===== config.mk =====
export PLATFORM = sky130hd
export DESIGN_NAME = wptm_front
export DESIGN_NICKNAME = d
export VERILOG_FILES = /design/src/rtl/wptm_pkg.sv /design/src/rtl/wptm_front.sv
export SDC_FILE = /design/constraint.sdc
export NUM_CORES = 1
export LEC_CHECK = 0
export BUFFER_PORTS_ARGS = -buffer_cell sky130_fd_sc_hd__buf_4
export CORE_UTILIZATION = 25
export CTS_BUF_LIST = sky130_fd_sc_hd__clkbuf_2
export DETAILED_ROUTE_END_ITERATION = 16
export PLACE_DENSITY = 0.49
export SLEW_MARGIN = 20
export SYNTH_ARGS = -nofsm -noshare
export SYNTH_HDL_FRONTEND = slang
export SYNTH_SLANG_ARGS = --single-unit

===== constraint.sdc =====
create_clock -name clk -period 3.2 [get_ports clk]
set_clock_uncertainty 0.2 [all_clocks]
set_input_delay 0.32 -clock clk [delete_from_list [all_inputs] [get_ports clk]]
set_output_delay 0.32 -clock clk [all_outputs]
set_load 0.005 [all_outputs]

===== src/rtl/wptm_pkg.sv =====
// Shared types and constants for the wildcard pattern trie matcher.
// No dependencies; imported by every module of the block.
`default_nettype none
package wptm_pkg;

  localparam int SymW     = 5;
  localparam int SymCount = 27;
  localparam int Wild     = 26;
  localparam int KeyW     = 20;
  localparam int IdW      = 10;
  localparam int ResMax   = 16;
  localparam int CntW     = 5;

  localparam logic [1:0] StInsDone   = 2'd0;
  localparam logic [1:0] StInsReject = 2'd1;
  localparam logic [1:0] StMatch     = 2'd2;
  localparam logic [1:0] StNoMatch   = 2'd3;

  localparam logic KindInsert = 1'b0;
  localparam logic KindQuery  = 1'b1;

  typedef enum logic [3:0] {
    S_CLR,
    S_IDLE,
    S_I_RD,
    S_I_CHK,
    S_I_WR,
    S_I_LEAF,
    S_I_DONE,
    S_Q_TRY,
    S_Q_CHK,
    S_Q_LEAF,
    S_Q_PUSH,
    S_Q_NEXT,
    S_Q_FIN
  } eng_state_t;

  typedef struct packed {
    logic [1:0]     status;
    logic [IdW-1:0] match_id;
    logic           last;
    logic           seen;
  } res_t;

endpackage
`default_nettype wire


===== src/rtl/wptm_front.sv =====
// Front end: accepts input transfers, splits the key into symbols, picks the id
// field by kind and queues commands for the engine. Depends on wptm_pkg.
`default_nettype none
module wptm_front #(
  parameter int KEY_LEN = 4
) (
  input  wire logic                                   clk,
  input  wire logic                                   rst,
  input  wire logic                                   in_valid,
  output logic                                        in_ready,
  input  wire logic                                   in_kind,
  input  wire logic [wptm_pkg::KeyW-1:0]              in_key,
  input  wire logic [wptm_pkg::IdW-1:0]               in_pattern_id,
  input  wire logic [wptm_pkg::IdW-1:0]               in_target_id,
  output logic                                        cmd_valid,
  input  wire logic                                   cmd_pop,
  output logic [1+KEY_LEN*wptm_pkg::SymW+wptm_pkg::IdW-1:0] cmd
);
  import wptm_pkg::*;

  localparam int CmdW = 1 + KEY_LEN*SymW + IdW;
  localparam int WideW = 6*SymW;

  logic [CmdW-1:0] q [2];
  logic            rd_ptr;
  logic            wr_ptr;
  logic [1:0]      count;
  logic [CmdW-1:0] entry;
  logic [WideW-1:0] wide_key;
  logic [KEY_LEN*SymW-1:0] syms;
  logic            push;

  always_comb begin
    wide_key = WideW'(in_key);
    for (int i = 0; i < KEY_LEN; i++) begin
      syms[i*SymW +: SymW] = wide_key[i*SymW +: SymW];
      if (in_kind == KindInsert && wide_key[i*SymW +: SymW] > SymW'(Wild)) begin
        syms[i*SymW +: SymW] = SymW'(Wild);
      end
    end
    entry = {(in_kind == KindInsert) ? in_pattern_id : in_target_id, syms, in_kind};
  end

  assign in_ready  = (count != 2'd2);
  assign push      = in_valid && in_ready;
  assign cmd_valid = (count != 2'd0);
  assign cmd       = q[rd_ptr];

  always_ff @(posedge clk) begin
    if (push) begin
      q[wr_ptr] <= entry;
    end
  end

  always_ff @(posedge clk) begin
    if (rst) begin
      rd_ptr <= 1'b0;
      wr_ptr <= 1'b0;
      count  <= 2'd0;
    end else begin
      if (push) wr_ptr <= !wr_ptr;
      if (cmd_pop && cmd_valid) rd_ptr <= !rd_ptr;
      count <= count + 2'(push) - 2'(cmd_pop && cmd_valid);
    end
  end

endmodule
`default_nettype wire


Word level (Yosys, flattened, before mapping)
Memories as Yosys holds them, arrays and structs flattened. A register that Yosys moved wholly into a read port is not among the register bits.
Index checks and enable logic that the tools add are counted.

word-level totals
  register bits after elaboration = 4
  bits in latches = 0
  memory bits (writable) = 62
  bits in read-only memories = 0
  input port bits = 45
  output and inout bits = 33
  logic and storage cells = 30
  memories = 1

cells by class
  $add $sub $neg = 2
  $mul = 0
  div/mod/pow operators = 0
  magnitude comparators = 4
  equal/unequal tests = 1
  shifts and indexed selects = 0
  muxes and demuxes = 9
  bitwise operators = 1
  reductions and logical operators = 9

memories
  memory  depth  width  read ports  clocked after Yosys merged registers in  write ports  line              source
  q       2      31     1           1                                        1            wptm_front.sv:24  logic [CmdW-1:0] q [2];

operators by type and width
  operator              number
  $gt A5 B5 Y1 const B  4
  $mux W5               4
  $mux W10              1
  $logic_and A1 B1 Y1   6
  $mux W1               4
  $add A2 B1 Y2         1
  $logic_not A1 Y1      2
  $ne A2 B2 Y1 const B  1
  $reduce_bool A2 Y1    1
  $sub A2 B1 Y2         1
  $not A1 Y1            1

Longest topological paths before layout
Gate-level depths: netlist of the first run.

  word-level depth = 4
  gate-level depth with buffers = 6
  depth with buffers taken out = 6

Least setup slack after synthesis of the first run
No wires, ideal clock.

  path kind = reg-to-reg
  start point = reg count[0]
  end point = mem q[1][0] in the netlist's numbering (enable)
  arrival = 1.421 ns
  data required time = 2.609 ns
  slack = 1.188 ns
  cell stages (with the launch flop) = 3
  period minus slack after synthesis = 2.012 ns
  cells stage by stage = dfxtp_1 nand2b_1 and3_1

on the way
  longest elaborated chain between the ends = 4

RTL lines
  element                        line              source
  from (decl)                    wptm_front.sv:27  logic [1:0] count;
  from (signal assigned)         wptm_front.sv:63  count <= count + 2'(push) - 2'(cmd_pop && cmd_valid);
  $ne A2 B2 Y1                   wptm_front.sv:44  assign in_ready = (count != 2'd2);
  named net in_ready             wptm_front.sv:10  output logic in_ready,
  $logic_and A1 B1 Y1            wptm_front.sv:45  assign push = in_valid && in_ready;
  $mux W1                        wptm_front.sv:50  if (push) begin
  $mux W1 (not written as such)  wptm_front.sv:51  q[wr_ptr] <= entry;
  to (decl)                      wptm_front.sv:24

The timed path passes the listed nets, and every way through them passes these cells.

==> results.toml, run 1 <==
[floorplanning]
die_width_um = 107
fp.coreArea_sq_um = 10800
floorplan.rows = 38
floorplan.initialDensity_pct = 25.6
die-area_sq_um = 11500
die_height_um = 107
io_pins = 78

[sta]
timing.final.max_slew_violations = 0
period_share_pct = 75.9
setup_viol = 0
finalHoldViolations = 0
period_minus_slack_ns = 2.43
tns_ns = 0
finalHoldWorstSlack_ns = 0.0697
max_slew.worst_pin.slew_ns = 0.803
rsz0062_at_grt = "no"
clock.fmax_mhz = 411
timing.max_slew.rel_slack_pct = 46.5
finalWorstSetupSlack_ns = 0.770

[place]
place.gp.congestion = 0.637
numPortBuffers = 77
post-place-ws_ns = 1.11
place_area_sq_um = 3480
detailed_place_hpwl_mm = 3.53
placed_cells_incl_taps = 371

[global_routing]
grt_max_degree = 32
initial_antenna_violation_count = 0
globalRoute.totalOverflow = 0
grt_first_pass_wirelength_mm = 8.76
grt_util_all_layers_pct = 10.4
grt_pass1_vias = 1774

[synthesis]
syn-num-nets = 211
synth_enable_flop_cells = 62
post_synth_top_cells = "62 x edfxtp_1, 41 x mux2_2, 9 x nor2_1"
dominantRegCellSynth = "edfxtp_1"
async_flop_share_pct = 0
per_instance_average_area_after_synthesis_sq_um = 16.8
netlist.area_leader.share_pct = 67.3
synth.distinct_cells = 26
synth_cells = 165
synthesis.yosys.warnings = 0
synth_area_sq_um = 2770
ys_seq_elements = 67
synthDominantAreaCellType = "edfxtp_1"
synth_seq_area_share_pct = 71.0
cell_types_occupying_the_most_area_after_synthesis = "edfxtp_1 67%, mux2_2 17%, dfxtp_1 3.6%"
yosysMostFrequentCell = "edfxtp_1"

[clocking]
clock-root-buffer = "clkbuf_2"
htree_num_levels = 3
post-cts-setup-buffers = 0
post_cts_resize_count = 0
worst_skew_late_latency_ns = 0.47
numCtsBuffers = 9
cts-hold-fix-buffers = 46
cts_tree = "built"
clk_pin_slew_worst_paths_ns = 0.18
cts.sink_count = 67
cts_buffer_depth = 2

[drt]
totalWireLength_mm = 5.64
route.vias.total = 1786
dr_iter_0_viols = 81
iteration_count_of_the_initial_detailed_routing_pass = 4
route.detailed.drc = 0
antenna_left = 0
routed_via_density = 4.12
wl_per_cell_um = 13.0

[critical_path]
timing.critical_path.required_ns = 2.68
cpMaxStageDelayCell = "dfxtp_2"
critical_path.max_fanout = 31
critical_path.startpoint_type = "flop"
arrival_ns = 1.91
path_cells = "mux2_2 > buf_4"
critPathCaptureType = "output pin"
setup.worst_path.class = "flop to output pin"
timing.critical_path.slowest_cell_delay_ns = 0.88

[power_and_ir_drop]
finalPower_mw = 2.16
vdd_ir_drop_max_mv = 0.203
power_per_unit_of_standard_cell_area_nw_per_um2 = 535
p_leak_nw = 1.54

[cells_and_area]
multiInputGateArea_sq_um = 747
final_net_count = 334
final_cell_area_sq_um = 4050
num-fill-cells = 1035
diodes = 0
final_layout_size_suffix_gt1_share_pct = 46.4
finalCoreUtilization_pct = 37.5
fin_cells = 433
flow.area_growth_from_synthesis_pct = 46.3
layout.area.seq_sq_um = 1960

[flow_run]
max_cap_violations = 0

[min_path]
hp-class = "input port to flop"

[run_status]
run_status = "finished, final reports clean"
==> layout make-up <==
class                      count  area share, %
inverter                       2          0.186
sequential                    67           48.5
tap                          140           4.33
clock inverter                 6           1.39
timing repair buffer         124           25.9
clock buffer                  10           1.24
multi-input combinational     84           18.5
==> flip-flops by register name, indices dropped and copies added (netlist names), named ones only <==
signal / count
q: 62
wr_ptr: 1
rd_ptr: 1
count: 2
==> path summary, 6_finish.rpt <==
path	start	to	slack [ns]	cells past startpoint
setup / recovery	flop	cmd[7]	0.77	2
hold / removal	cmd_pop	rd_ptr$_SDFFE_PP0P_	0.07	4
setup reg to reg	count[0]$_SDFF_PP0_	q[0][22]$_DFFE_PP_	1.10	4
hold reg to reg	rd_ptr$_SDFFE_PP0P_	rd_ptr$_SDFFE_PP0P_	0.33	2
==> per-layer routing <==
| metal | vias to the layer above | wire length, um | GRT usage, % |
|---|---|---|---|
| met5 | - | 0 | 0 |
| met4 | 0 | 112 | 5.58 |
| met3 | 10 | 266 | 2.92 |
| met2 | 57 | 2820 | 17.3 |
| met1 | 843 | 2450 | 12.1 |
| li1 | 876 | - | - |
==> critical path: cells and delay by family (launching register included) <==
family | cells | cell delay [ns]
buffers and inverters | 1 | 0.14
flip-flops | 1 | 0.88
multiplexers | 1 | 0.43
==> logic make-up (layout without fill, tap and decap cells) <==
group           Yosys count  in the layout  synth area share (%)
fa+ha+maj                 1              1                 0.452
flops                    67             67                  71.0
buf+inv                  14            142                  2.08
mux                      42             42                  17.1
compound gates           15             15                  4.39
simple gates             25             25                  4.71
xor+xnor                  1              1                 0.317
==> cells in the final DEF, fill, tap and decap left out, types with 2 or more instances in the layout <==
master         instances
inv_1                  2
and2_1                 4
nor2b_1                2
nand3_1                5
clkbuf_2              10
o21ai_0                2
o21a_1                 4
clkinv_1               3
dlygate4sd3_1         46
buf_4                 78
nor2_1                 9
edfxtp_1              62
mux2_2                41
clkinvlp_4             2
dfxtp_1                4
a41o_1                 4
==> report_power, final <==
| group | internal (mW) | switching (mW) | total (mW) |
|---|---|---|---|
| sequential | 1.07 | 0.0758 | 1.15 |
| clock | 0.176 | 0.286 | 0.462 |
| combinational | 0.356 | 0.197 | 0.553 |
| total | 1.60 | 0.559 | 2.16 |
Power figures use the tool's default switching activity.
==> run 2, diff against run 1 <==
--- a/config.mk
+++ b/config.mk
@@ -9,7 +9,7 @@
 export CORE_UTILIZATION = 25
 export CTS_BUF_LIST = sky130_fd_sc_hd__clkbuf_2
 export DETAILED_ROUTE_END_ITERATION = 16
-export PLACE_DENSITY = 0.49
+export PLACE_DENSITY = 0.51
 export SLEW_MARGIN = 20
 export SYNTH_ARGS = -nofsm -noshare
 export SYNTH_HDL_FRONTEND = slang
==> constraint.sdc (replaced) <==
create_clock -name clk -period 2.1 [get_ports clk]
set_clock_uncertainty 0.2 [all_clocks]
set_input_delay 0.21 -clock clk [delete_from_list [all_inputs] [get_ports clk]]
set_output_delay 0.21 -clock clk [all_outputs]
set_load 0.005 [all_outputs]
==> run 2 against run 1 <==
Design area rose by 3.8%; first-iteration DRC count fell by 35%; register-to-register slack got worse by 0.76 ns; sequential power up 46%; via count rose by 3.2%; critical path depth is 4 higher; largest power group unchanged.
==> results.toml, run 2 (synthesis gave the netlist of run 1 again) <==
[critical_path]
path_cells = "dlygate4sd3_1 > buf_4 > inv_1 > nand3_1 > o21a_1 > dlygate4sd3_1"
arrival_ns = 2.16
timing.critical_path.depth = 6
rr_worst_depth = 4
reg2reg_slack_ns = 0.34
path_delay_family = "buffers and inverters"
cpMaxStageDelayCell = "dlygate4sd3_1"
setup.worst_path.class = "input port to flop"
critical_path.max_fanout = 13
critPathCaptureType = "flop"
critical_path.reg2reg.endpoint = "wr_ptr$_SDFFE_PP0P_"
critical_path_buf_inv_count = 4
rr_startpoint = "count[0]$_SDFF_PP0_"
critical_path.startpoint_type = "input port"
timing.critical_path.required_ns = 2.18
crit_path_frequent_cell = "dlygate4sd3_1"
critical_path.startpoint = "in_kind"
timing.critical_path.to = "q[1][11]$_DFFE_PP_"
timing.critical_path.slowest_cell_delay_ns = 0.57

[clocking]
cts_tree = "built"
worst_skew_late_latency_ns = 0.48
htree_num_levels = 3
cts_buffer_depth = 2
clk_pin_slew_worst_paths_ns = 0.21
post-cts-setup-buffers = 0
numCtsBuffers = 9
cts.sink_count = 67
clock-root-buffer = "clkbuf_2"

[floorplanning]
die-area_sq_um = 11500
fp.coreArea_sq_um = 10800
die_width_um = 107
io_pins = 78
floorplan.initialDensity_pct = 25.6
floorplan.rows = 38
die_height_um = 107

[sta]
finalHoldViolations = 0
timing.max_slew.rel_slack_pct = 77.3
finalWorstSetupSlack_ns = 0.0233
rsz0062_at_grt = "yes"
setup_viol = 0
period_minus_slack_ns = 2.08
timing.final.max_slew_violations = 0
clock.fmax_mhz = 482
period_share_pct = 98.9
max_slew.worst_pin.slew_ns = 0.341

[power_and_ir_drop]
pwr-share-clk_pct = 27.9
finalPower_mw = 3.65
power_per_unit_of_standard_cell_area_nw_per_um2 = 868
vdd_ir_drop_max_mv = 0.313
p_leak_nw = 1.63
seq_power_share_pct = 46.1
power.share.combinational_pct = 26.0
power_report.internal_total_mw = 2.73
power.switching_uw = 915
p_sw_share_pct = 25.1

[drt]
totalWireLength_mm = 5.73
route.vias.total = 1844
antenna_left = 0
dr_iter_0_viols = 53
routed_via_density = 4.16
route.detailed.drc = 0
iteration_count_of_the_initial_detailed_routing_pass = 4
wl_per_cell_um = 12.9

[place]
numPortBuffers = 77
placed_cells_incl_taps = 376
place_area_sq_um = 3520
post-place-ws_ns = 0.362
place.gp.congestion = 0.651
detailed_place_hpwl_mm = 3.61

[global_routing]
globalRoute.totalOverflow = 0
grt_pass1_vias = 1951
grt_first_pass_wirelength_mm = 9.03
initial_antenna_violation_count = 0
grt_util_all_layers_pct = 10.6
grt_max_degree = 20

[flow_run]
max_cap_violations = 0

[cells_and_area]
final_net_count = 344
layout.cells.most_common = "buf_4"
largest_register = "q"
largest_registers = "q x62, count x2"
final_layout_size_suffix_gt1_share_pct = 47.5
finalCoreUtilization_pct = 38.9
layout_common_cells = "82 x buf_4, 62 x edfxtp_1, 51 x dlygate4sd3_1, 41 x mux2_2"
fin_cells = 443
flow.area_growth_from_synthesis_pct = 51.9
final_cell_area_sq_um = 4200
largest_reg_flops = 62
diodes = 0

[min_path]
hp-class = "input port to flop"

[run_status]
run_status = "finished, final reports clean"
[run 2: metrics by stage]
| step | hold slack, ns | TNS (ns) |
|---|---|---|
| after floorplan | 0.0791 | 0 |
| after global placement | 0.216 | 0 |
| after detailed placement | 0.219 | 0 |
| after CTS | 0.152 | -0.0293 |
| after global routing | 0.170 | -1.07 |
| final | 0.229 | 0 |
[run 2: timing repair]
| item | in CTS | in global routing |
|---|---|---|
| hold buffers | 51 | 0 |
| setup endpoints to repair | 19 | 31 |
| gates resized for setup | 1 | 0 |
| hold endpoints to repair | 67 | 0 |
[run 2: how the worst min path moves through the flow]
stage / start / end / depth (start not counted)
final: rst / flop / 3
after global routing: in_key[18] / q[0][19]$_DFFE_PP_ / 2
after CTS: rst / flop / 3
after detailed placement: in_key[18] / q[0][19]$_DFFE_PP_ / 1
after global placement: in_key[14] / q[0][15]$_DFFE_PP_ / 1
after floorplan: rst / wr_ptr$_SDFFE_PP0P_ / 1
[run 2: final cells by class]
type	count	area, sq um
multi-input cells	84	747
clock inverters	7	125
clock buffers	9	45.0
fillers	1029	6590
well taps	140	175
repair buffers	134	1140
flip-flops and latches	67	1960
inverters	2	7.51
[run 2: worst register-to-register path, delay by kind of cell, from the launching register on]
kind / cells / cell delay [ns]
buffers and inverters: 1 / 0.55
flip-flops: 1 / 0.41
AO/OA/AOI/OAI: 2 / 0.36
AND/OR/NAND/NOR: 1 / 0.21
[run 2: power by group through the flow]
stage | Sequential [mW] | Clock [mW] | Combinational [mW]
2_1_floorplan | 1.70 | 0 | 0.442
3_3_place_gp | 1.71 | 0 | 0.881
3_5_place_dp | 1.71 | 0 | 0.881
4_1_cts | 1.68 | 1.07 | 0.975
5_1_grt | 1.70 | 1.12 | 1.04
6_report | 1.68 | 1.02 | 0.950
[run 2: routing by layer]
layer  wire length (um)  global-route usage [%]  up-vias
met5                  0                       0        -
met2               2930                    18.4       49
li1                   -                       -      893
met3                262                    3.22       10
met4                118                    5.77        0
met1               2410                    11.7      892
